===== src/rxs_pkg.sv =====
// Shared types and constants for the record exchange sorter.
// Used by the controller, the datapath, the top level and the checker.
package rxs_pkg;

    localparam int MAX_RECORDS = 64;
    localparam int NAME_BYTES  = 8;

    localparam int ROLL_W      = 16;
    localparam int MARKS_W     = 14;
    localparam int NAME_PORT_W = 64;
    localparam int NAME_W      = 8 * NAME_BYTES;

    // Table index and fill count (the count must hold MAX_RECORDS itself).
    localparam int IDX_W = $clog2(MAX_RECORDS);
    localparam int CNT_W = $clog2(MAX_RECORDS + 1);

    // Configuration port.
    localparam int PADDR_W = 3;
    localparam int PDATA_W = 32;
    localparam logic REG_SORT_BY_NAME = 1'b0;   // register index, taken from paddr[2]

    typedef struct packed {
        logic [ROLL_W-1:0]  roll;
        logic [MARKS_W-1:0] marks;
        logic [NAME_W-1:0]  name;
    } record_t;

    localparam int REC_W = $bits(record_t);

    typedef enum logic [2:0] {
        ST_LOAD,
        ST_READ_I,
        ST_FETCH,
        ST_CMP,
        ST_WB,
        ST_EMIT_RD,
        ST_EMIT_LD
    } state_t;

    typedef enum logic {
        WSEL_INPUT,
        WSEL_HOLD
    } wsel_t;

    typedef struct packed {
        logic             we;
        wsel_t            wsel;
        logic [IDX_W-1:0] waddr;
        logic [IDX_W-1:0] raddr;
        logic             hold_load;
        logic             out_load;
        logic             out_last;
        logic             drop_set;
        logic             drop_clr;
    } dp_cmd_t;

    typedef struct packed {
        logic swap;
        logic out_free;
    } dp_status_t;

endpackage


===== src/rxs_ctrl.sv =====
// Sequencer for loading, exchange sorting and emitting the record table.
// Depends on rxs_pkg for the state type and the command/status structs.
module rxs_ctrl
    import rxs_pkg::*;
(
    input  logic       aclk,
    input  logic       aresetn,
    input  logic       s_valid,
    input  logic       s_last_record,
    output logic       s_ready,
    input  dp_status_t status,
    output dp_cmd_t    cmd
);

    state_t           state_reg, state_next;
    logic [CNT_W-1:0] count_reg, count_next;
    logic [IDX_W-1:0] i_reg, i_next;
    logic [IDX_W-1:0] j_reg, j_next;
    logic [IDX_W-1:0] k_reg, k_next;
    logic [IDX_W-1:0] last_idx;
    logic [IDX_W-1:0] i_plus;
    logic             full;
    logic             accept;

    assign last_idx = IDX_W'(count_reg - CNT_W'(1));
    assign i_plus   = i_reg + IDX_W'(1);
    assign full     = (count_reg >= CNT_W'(MAX_RECORDS));
    assign accept   = (state_reg == ST_LOAD) && s_valid;

    always_ff @(posedge aclk) begin
        if (!aresetn) begin
            state_reg <= ST_LOAD;
            count_reg <= '0;
            i_reg     <= '0;
            j_reg     <= '0;
            k_reg     <= '0;
        end else begin
            state_reg <= state_next;
            count_reg <= count_next;
            i_reg     <= i_next;
            j_reg     <= j_next;
            k_reg     <= k_next;
        end
    end

    // Next state.
    always_comb begin
        state_next = state_reg;
        unique case (state_reg)
            ST_LOAD: begin
                if (s_valid && s_last_record) begin
                    // With one record or fewer there is nothing to sort.
                    state_next = (count_reg != '0) ? ST_READ_I : ST_EMIT_RD;
                end
            end
            ST_READ_I: state_next = ST_FETCH;
            ST_FETCH:  state_next = ST_CMP;
            ST_CMP: begin
                if (j_reg == last_idx) begin
                    state_next = ST_WB;
                end
            end
            ST_WB: begin
                state_next = (i_plus == last_idx) ? ST_EMIT_RD : ST_READ_I;
            end
            ST_EMIT_RD: state_next = ST_EMIT_LD;
            ST_EMIT_LD: begin
                if (status.out_free) begin
                    state_next = (k_reg == last_idx) ? ST_LOAD : ST_EMIT_RD;
                end
            end
            default: state_next = ST_LOAD;
        endcase
    end

    // Outputs and counters.
    always_comb begin
        cmd        = '0;
        cmd.wsel   = WSEL_INPUT;
        cmd.raddr  = i_reg;
        cmd.waddr  = i_reg;
        s_ready    = 1'b0;
        count_next = count_reg;
        i_next     = i_reg;
        j_next     = j_reg;
        k_next     = k_reg;
        unique case (state_reg)
            ST_LOAD: begin
                s_ready = 1'b1;
                if (accept) begin
                    if (!full) begin
                        cmd.we     = 1'b1;
                        cmd.waddr  = IDX_W'(count_reg);
                        count_next = count_reg + CNT_W'(1);
                    end else begin
                        cmd.drop_set = 1'b1;
                    end
                    i_next = '0;
                    k_next = '0;
                end
            end
            ST_READ_I: begin
                cmd.raddr = i_reg;
            end
            ST_FETCH: begin
                cmd.hold_load = 1'b1;
                cmd.raddr     = i_plus;
                j_next        = i_plus;
            end
            ST_CMP: begin
                // The held entry moves to slot j and the smaller one is kept.
                if (status.swap) begin
                    cmd.we        = 1'b1;
                    cmd.wsel      = WSEL_HOLD;
                    cmd.waddr     = j_reg;
                    cmd.hold_load = 1'b1;
                end
                cmd.raddr = j_reg + IDX_W'(1);
                if (j_reg != last_idx) begin
                    j_next = j_reg + IDX_W'(1);
                end
            end
            ST_WB: begin
                cmd.we    = 1'b1;
                cmd.wsel  = WSEL_HOLD;
                cmd.waddr = i_reg;
                i_next    = i_plus;
                k_next    = '0;
            end
            ST_EMIT_RD: begin
                cmd.raddr = k_reg;
            end
            ST_EMIT_LD: begin
                cmd.raddr = k_reg;
                if (status.out_free) begin
                    cmd.out_load = 1'b1;
                    cmd.out_last = (k_reg == last_idx);
                    if (k_reg == last_idx) begin
                        cmd.drop_clr = 1'b1;
                        count_next   = '0;
                    end else begin
                        k_next = k_reg + IDX_W'(1);
                    end
                end
            end
            default: begin
                cmd = '0;
            end
        endcase
    end

endmodule


===== config.mk =====
export PLATFORM = sky130hd
export DESIGN_NAME = rxs_ctrl
export DESIGN_NICKNAME = d
export VERILOG_FILES = /design/src/rxs_pkg.sv /design/src/rxs_ctrl.sv
export SDC_FILE = /design/constraint.sdc
export NUM_CORES = 1
export LEC_CHECK = 0
export BUFFER_PORTS_ARGS = -buffer_cell sky130_fd_sc_hd__buf_2
export CAP_MARGIN = 30
export CORE_UTILIZATION = 60
export CTS_CLUSTER_SIZE = 24
export DETAILED_ROUTE_END_ITERATION = 8
export PLACE_DENSITY = 0.81
export SKIP_CTS_REPAIR_TIMING = 1
export SYNTH_ARGS = -nofsm -noshare
export SYNTH_HDL_FRONTEND = slang
export SYNTH_SLANG_ARGS = --single-unit
export TNS_END_PERCENT = 50

===== constraint.sdc =====
create_clock -name aclk -period 3 [get_ports aclk]
set_input_delay 0.3 -clock aclk [delete_from_list [all_inputs] [get_ports aclk]]
set_output_delay 0.3 -clock aclk [all_outputs]
set_load 0.005 [all_outputs]

[After elaboration in Yosys (flattened, before gate mapping)]
Cells that the tools add are included.
Storage, ports and cells
  register bits: 28
  output and inout bits: 20
  bits of input ports: 6
Operators by class
  $add $sub $neg: 5
  order comparisons: 1
  reductions and logical operators: 16
  multiplexer cells: 39
  eq/ne operators: 18
Operators with widths (number)
  6-bit two-way mux: 6
  6-bit case mux with 3 select lines: 2
  7-bit two-way mux: 4
  6-bit case mux with 2 select lines: 2
  6-bit case mux with 4 select lines: 1
  3-bit case mux with 7 select lines: 1
  6-bit by 1-bit adder with 6-bit output, second input constant: 3
  6-bit == test: 3
  3-bit two-way mux: 6
  2-bit != test, second input constant: 7
  7-bit case mux with 2 select lines: 1
  1-bit two-way mux: 10
  3-bit == test, second input constant: 3
  8-bit two-way mux: 1
  7-bit by 1-bit adder with 7-bit output, second input constant: 1
  7-bit greater-or-equal comparator, second input constant: 1
  7-bit nonzero test: 1
  3-bit by 2-bit == test with 1-bit output, second input constant: 2
  6-bit != test: 1
  2-bit nonzero test: 3
  6-bit by 1-bit subtractor with 6-bit output, second input constant: 1
  5-bit AND reduction: 1
  5-bit OR reduction: 1
  2-bit two-way mux: 2
  other kinds (12): 15

[Logic depth before layout (Yosys ltp)]
Gate-level depths: netlist of the first run.
  depth after elaboration: 5
  gate-level depth with buffers: 12
  depth with buffers taken out: 9

[Worst setup path before layout of the first run]
Ideal clock, no wire load.
  kind: register -> register
  start point: reg count_reg[0]
  end point: reg count_reg[5]
  clock period less this slack: 2.701 ns
  path buffers: 3
  stages on the path, launching flop included: 13
  setup time: 0.073 ns
  setup slack: 0.299 ns
  arrival time: 2.628 ns
  data required time: 2.927 ns
  cell sequence: dfxtp_1 -> buf_6 -> inv_1 -> ha_1 -> clkbuf_1 -> nor3b_1 -> and2_1 -> nor4_1 -> a21oi_1 -> or3_1 -> buf_2 -> or4_1 -> a21oi_1
On the way
  longest elaborated chain between the ends: 4
  elaborated cells on any way between the ends: 10
  classes of those cells: 2 x add/sub; 1 x order compare; 3 x eq/ne; 3 x mux; 1 x reduce/logical
RTL lines
  from (decl): RTL line rxs_ctrl.sv:16  | logic [CNT_W-1:0] count_reg, count_next;
  from (signal assigned): RTL line rxs_ctrl.sv:39  | count_reg <= count_next;
  6-bit by 1-bit subtractor with 6-bit output / 7-bit by 1-bit adder with 7-bit output (equally long branches): RTL line rxs_ctrl.sv:25, rxs_ctrl.sv:94
  6-bit == test / 7-bit two-way mux (equally long branches): RTL line rxs_ctrl.sv:138, rxs_ctrl.sv:91
  2-bit != test (no source line) / 7-bit two-way mux (equally long branches)
  5-bit AND reduction (no source line) / 7-bit case mux with 2 select lines (equally long branches)
Several ways; a longest one is shown, not always the timed one. The select of a mux whose other input is x is not followed.
A chain may end at the register's enable or synchronous reset.

[Final worst setup path of the first run]
  start point: reg count_reg[1]
  end point: reg count_reg[5]
The elaborated chain is that of the path after synthesis.

==> impl_metrics.ini, run 1 <==
[worst_setup_path]
required_ns = 3.22
crit_fanout = 9
crit_type = reg -> reg
cp_data_arrival_time_ns = 3.08
critPathCaptureType = flip-flop
worstSetupStartpointType = flip-flop

[placed_design]
dp_slack_ns = 0.0995
place_inst = 404
dp_hpwl_mm = 5.28
gp_congestion = 0.954
portBuffers = 25

[logic_synthesis]
ys_ff_latch = 28
synth_edf_count = 0
ys.flop_type = dfxtp_1
ys_async_sr_fraction = 0
syn_nets = 362
syn_area_per_cell_um2 = 7.37
ys_warn_count = 0
syn_inst = 350
synthesis.area_um2 = 2580
ys_types = 65
ys_seq_area_frac = 0.217

[sta]
period_share = 0.952
rsz0062_at_grt = false
setup_viol = 0
slew_headroom = 0.600
worst_slack_ns = 0.144
skew_ns = 0.00278
fmax_mhz = 350
tightest_slew_ns = 0.596
fin_tns_setup_ns = 0
finalMaxSlewViolations = 0
hold_viol_final = 0
period_minus_slack_ns = 2.86
fin_hold_ws_ns = 0.387

[detailed_routing]
wire_per_inst_um = 17.4
firstDrtPassIters = 6
wl_met1_mm = 3.09
wl_met3_um = 671
drt_iter0_drc = 358
via_count = 2675
vias_per_cell = 6.56
remaining_drc_errors = 0
detail-route-antenna-nets = 0
wl_met2_mm = 3.17
topRoutingLayerUsed = met4
drt_wl_total_mm = 7.08

[cells_and_area]
antenna_cells = 0
largest_reg_flops = 7
synthToLayoutAreaGrowth_pct = 7.52
layoutNonFillerInstCount = 408
final_common_cell = nor2_1
nNetsFinal = 371
mostFrequentLayoutCells = nor2_1 (35), nand2_1 (29), dfxtp_1 (27)
drive_above_1_share = 0.145

[power_and_ir_drop]
pwr-share-comb = 0.571
p_clk_frac = 0.159
swShare = 0.452
peakVddDrop_v = 0.000426
p_seq_frac = 0.270
fin_total_pwr_w = 0.00198
p_leak_nw = 1.15
powerDensity_nw_per_um2 = 715
intPower_w = 0.00109
p_switching_w = 0.000895

[die]
die_h_um = 67.6
rows = 23
start_util = 0.636
coreArea_um2 = 4060
die-area_um2 = 4570
die_w_um = 67.6
num_io_pins = 26

[cts]
cts_max_level = 1
numCtsBuffers = 3
cts.sinks = 28
insertion_delay_ns = 0.29
clockBufferDepth = 2
clkSlewWorstSetupHoldPaths_ns = 0.11
tritoncts = built
clock-root-buffer = clkbuf_8

[global_route]
grt_pass1_wl_mm = 11.1
antenna_found_initial = 0
grt_pass1_vias = 2272
grt_max_degree = 22
track_usage = 0.327
grt_overflow = 0

[run]
maxCapViolations = 0

[hold_path]
hold_class = in -> reg

[outcome]
status = completed
final cells by class:
class	count	area (um2)
Clock buffer	3	41.3
Timing Repair Buffer	36	208
Clock inverter	1	30.0
Sequential cell	28	562
Fill cell	362	1280
Multi-Input combinational cell	278	1830
Tap cell	50	62.6
Inverter	12	45.0
synthesized netlist by cell type (4+ instances only):
cell type	count	area share
a21oi_1	20	0.039
a221o_1	7	0.027
and2_1	10	0.024
and3_1	5	0.012
buf_2	4	0.0078
clkbuf_1	22	0.032
dfxtp_1	28	0.22
ha_1	6	0.029
inv_1	11	0.016
mux2i_1	5	0.019
nand2_1	29	0.042
nand2b_1	4	0.0097
nand3_1	13	0.025
nor2_1	35	0.051
nor2b_1	8	0.019
nor3_1	8	0.016
nor3b_1	5	0.015
o21a_1	5	0.015
o21ai_0	19	0.037
or3_1	8	0.019
xnor2_1	18	0.061
xor2_1	10	0.034
cell families after synthesis:
logic type | synth area share
DFF | 0.217
adders and majority gates | 0.0291
muxes | 0.0194
AOI/OAI and AO/OA | 0.251
xor gates and xnor gates | 0.104
and+or+nand+nor | 0.305
buffers and inverters | 0.0752
power by group through the flow:
stage	registers [W]	clock network, W	logic, W
2_1_floorplan	0.000482	0	0.000897
3_3_place_gp	0.000539	0	0.00108
3_5_place_dp	0.000540	0	0.00110
4_1_cts	0.000530	0.000316	0.00111
5_1_grt	0.000549	0.000324	0.00124
6_report	0.000535	0.000315	0.00113
worst max-delay path, cell delays in order, from the launching register on:
cell and delay, ns:
dfxtp_2 0.43, inv_1 0.08, ha_1 0.28, nor3b_1 0.21
and2_1 0.20, nor4_1 0.30, a21oi_1 0.11, or3_1 0.51
or4_1 0.52, a21oi_1 0.16
metal layers:
layer / vias to the layer above / GRT usage
met5: - / 0
met4: 0 / 0.0931
met3: 20 / 0.0693
met2: 145 / 0.535
met1: 1236 / 0.426
li1: 1274 / -
stage by stage:
| step | cell area (um2) | util |
|---|---|---|
| after detailed placement | 2700 | 0.666 |
| after global routing | 2770 | 0.684 |
| after global placement | 2700 | 0.666 |
| final | 2770 | 0.684 |
| after CTS | 2770 | 0.683 |
| after floorplan | 2580 | - |
worst paths after layout:
check                                  start           end  slack (ns)  depth (start not counted)
worst max-delay path            count_reg[1]  count_reg[5]        0.14                          9
worst max register to register  count_reg[1]  count_reg[5]        0.14                          9
worst min register to register  count_reg[6]  count_reg[6]        0.57                          2
worst min-delay path               status[0]  state_reg[1]        0.39                          4
Note: power is estimated with default switching activity, not from simulation.
==> run 2, diff against run 1 <==
RECOVER_POWER = 50   (was unset)
==> run 2 against run 1 <==
Effect of this change:
- clock skew about the same
- critical endpoint unchanged
- sequential share of layout area up 0.15 points
- critical path depth unchanged
- via count down 1.1%
- utilization decreased by 0.49 points
==> impl_metrics.ini, run 2 (synthesized netlist as in run 1, its figures left out) <==
[die]
start_util = 0.636
die_w_um = 67.6
die-area_um2 = 4570
num_io_pins = 26
coreArea_um2 = 4060
rows = 23
die_h_um = 67.6

[power_and_ir_drop]
fin_total_pwr_w = 0.00197
p_leak_nw = 1.10
powerDensity_nw_per_um2 = 715
peakVddDrop_v = 0.000419

[detailed_routing]
vias_per_cell = 6.48
wire_per_inst_um = 17.3
drt_wl_total_mm = 7.07
firstDrtPassIters = 6
detail-route-antenna-nets = 0
remaining_drc_errors = 0
via_count = 2645
drt_iter0_drc = 390

[cts]
clkSlewWorstSetupHoldPaths_ns = 0.11
tritoncts = built
insertion_delay_ns = 0.29
clock-root-buffer = clkbuf_8
numCtsBuffers = 3
cts_max_level = 1
cts.sinks = 28
clockBufferDepth = 2

[hold_path]
hold_class = in -> reg

[cells_and_area]
nNetsFinal = 371
final_common_cell = nor2_1
largest_reg_flops = 7
antenna_cells = 0
drive_above_1_share = 0.117
num-fill-cells = 374
postLayoutCoreUtil = 0.679
synthToLayoutAreaGrowth_pct = 6.74
mostFrequentLayoutCells = nor2_1 (35), nand2_1 (29), dfxtp_1 (27)

[global_route]
grt_max_degree = 22
grt_pass1_wl_mm = 11.1
grt_pass1_vias = 2272
grt_overflow = 0
antenna_found_initial = 0
track_usage = 0.327

[sta]
fin_hold_ws_ns = 0.390
rsz0062_at_grt = false
setup_viol = 0
period_minus_slack_ns = 2.87
slew_headroom = 0.396
fmax_mhz = 348
tightest_slew_ns = 0.896
hold_viol_final = 0
finalMaxSlewViolations = 0
fin_tns_setup_ns = 0
skew_ns = 0.00240
period_share = 0.958

[worst_setup_path]
crit_type = reg -> reg
slowest_stage = or4_1
required_ns = 3.22
r2r_slack_ns = 0.13
cp.buffers_inverters = 1
crit_fanout = 9
crit_path_frequent_cell = a21oi_1
worstSetupStartpointType = flip-flop
critPathCaptureType = flip-flop
worstPathCellList = inv_1 > ha_1 > nor3b_1 > and2_0 > nor4_1 > a21oi_1 > or3_1 > or4_1 > a21oi_1
cp_slowest_stage_delay_ns = 0.52
cp_top_family = simple AND/OR/NAND/NOR gates
cp_data_arrival_time_ns = 3.10

[outcome]
status = completed

[placed_design]
gp_congestion = 0.954
dp_hpwl_mm = 5.28
portBuffers = 25

[run]
maxCapViolations = 0
-- run 2: where the power goes --
| part | switching, W | internal, W |
|---|---|---|
| logic | 0.000647 | 0.000472 |
| registers | 0.000112 | 0.000422 |
| clock network | 0.000136 | 0.000179 |
-- run 2: worst paths after layout --
path                start           end  cells after the start
max          count_reg[1]  count_reg[5]                      9
min             status[0]  state_reg[1]                      4
max reg2reg  count_reg[1]  count_reg[5]                      9
min reg2reg  count_reg[6]  count_reg[6]                      2
-- run 2: area by class of cell --
| class | count | area, um2 | share of cell area |
|---|---|---|---|
| Clock buffer | 3 | 41.3 | 0.0150 |
| Clock inverter | 1 | 30.0 | 0.0109 |
| Inverter | 12 | 45.0 | 0.0164 |
| Multi-Input combinational cell | 278 | 1830 | 0.663 |
| Sequential cell | 28 | 562 | 0.204 |
| Tap cell | 50 | 62.6 | 0.0227 |
| Timing Repair Buffer | 36 | 188 | 0.0682 |
-- run 2: metal layers --
metal,GRT usage,part of all wire
met1,0.426,0.44
met2,0.535,0.44
met3,0.0693,0.098
met4,0.0931,0.022
met5,0,0
-- run 2: tightest hold or removal path, stage by stage --
cell,delay [ns]
buf_2,0.14
nor2_1,0.06
nor2_1,0.09
nor4b_1,0.05
-- run 2: metrics by stage --
step,cells,worst slack (ns),area (um2)
2_1_floorplan,350,0.299,2580
3_3_place_gp,404,0.204,2700
3_5_place_dp,404,0.0995,2700
4_1_cts,408,0.0470,2770
5_1_grt,408,0.0209,2750
6_report,408,0.125,2750
==> run 3, diff against run 2 <==
HOLD_SLACK_MARGIN = 0.05   (was unset)
REMOVE_ABC_BUFFERS = 1   (was unset)
==> run 3 against run 2 <==
Effect of this change:
- die area is the same
- combinational power grew 4%
- first-iteration DRC count shrank 2.8%
- clock skew grew 0.0046 ns
- worst setup slack gained 0.052 ns
==> impl_metrics.ini, run 3 (synthesized netlist as in run 1, its figures left out) <==
[global_route]
grt_pass1_wl_mm = 10.9
grt_pass1_vias = 2286
grt_max_degree = 26
grt_overflow = 0
antenna_found_initial = 0
track_usage = 0.315

[detailed_routing]
drt_wl_total_mm = 6.93
via_count = 2611
firstDrtPassIters = 5
remaining_drc_errors = 0
wire_per_inst_um = 16.9
detail-route-antenna-nets = 0
drt_iter0_drc = 379
vias_per_cell = 6.37

[power_and_ir_drop]
p_leak_nw = 1.11
powerDensity_nw_per_um2 = 710
peakVddDrop_v = 0.000504

[hold_path]
hold_class = in -> reg
hold_path.startpoint = status[0]

[sta]
tightest_slew_ns = 0.932
rsz0062_at_grt = false
slew_headroom = 0.372
period_share = 0.941
period_minus_slack_ns = 2.82
worst_slack_ns = 0.177
hold_viol_final = 0
setup_viol = 0
finalMaxSlewViolations = 0
fin_tns_setup_ns = 0
skew_ns = 0.00697
fin_hold_ws_ns = 0.392
fmax_mhz = 354

[worst_setup_path]
r2r_start = count_reg[0]
critPathCaptureType = output pin
crit_type = reg -> out
crit_fanout = 22
crit_path_start = state_reg[2]
cp_data_arrival_time_ns = 2.52
worstSetupStartpointType = flip-flop
required_ns = 2.70

[placed_design]
place_inst = 406
gp_congestion = 0.948
dp_slack_ns = 0.281
dp_hpwl_mm = 5.09
portBuffers = 25

[cts]
cts_max_level = 1
cts.sinks = 28
insertion_delay_ns = 0.28
numCtsBuffers = 3
clockBufferDepth = 2
tritoncts = built
clkSlewWorstSetupHoldPaths_ns = 0.10
clock-root-buffer = clkbuf_8

[die]
die_h_um = 67.6
num_io_pins = 26
die-area_um2 = 4570
start_util = 0.636
rows = 23
die_w_um = 67.6
coreArea_um2 = 4060

[cells_and_area]
antenna_cells = 0
mostFrequentLayoutCells = nor2_1 (35), nand2_1 (29), dfxtp_1 (28)
nNetsFinal = 373
layoutNonFillerInstCount = 410
synthToLayoutAreaGrowth_pct = 7.13
drive_above_1_share = 0.117
final_common_cell = nor2_1
largest_reg_flops = 7

[outcome]
status = completed

[run]
maxCapViolations = 0
-- run 3: final cells by class --
class,count,area [um2]
inverter,12,45.0
sequential,28,561
clock buffer,3,41.3
fill,365,1290
tap,50,62.6
clock inverter,1,30.0
multi-input combinational,278,1830
timing repair buffer,38,199
-- run 3: worst max-delay path, cell delays in order, from the launching register on --
cell      delay [ns]
dfxtp_1         0.38
clkbuf_1        0.67
nor2b_1         0.10
buf_4           0.21
and3_1          0.27
nand2b_1        0.20
or2_2           0.29
buf_2           0.13
-- run 3: worst paths after layout --
kind / to / cells past startpoint / slack, ns
setup reg to reg: count_reg[5] / 9 / 0.22
setup / recovery: cmd[18] / 7 / 0.18
hold / removal: state_reg[1] / 4 / 0.39
hold reg to reg: count_reg[6] / 2 / 0.54
-- run 3: stage by stage --
step | util | power, W | cell area [um2]
6_report | 0.681 | 0.00196 | 2760
5_1_grt | 0.681 | 0.00209 | 2760
4_1_cts | 0.687 | 0.00196 | 2790
3_5_place_dp | 0.669 | 0.00164 | 2720
3_3_place_gp | 0.669 | 0.00163 | 2720
2_1_floorplan | - | 0.00131 | 2430
-- run 3: power breakdown --
part	total [W]	switching [W]	internal [W]	leakage (nW)
clock network	0.000306	0.000128	0.000179	0.0357
logic	0.00116	0.000685	0.000471	0.850
registers	0.000501	0.0000794	0.000421	0.227
total	0.00196	0.000892	0.00107	1.11
-- run 3: metal layers --
metal	GRT usage	share of wire
met5	0	0
met4	0.0851	0.017
met3	0.0709	0.084
met2	0.489	0.44
met1	0.432	0.46
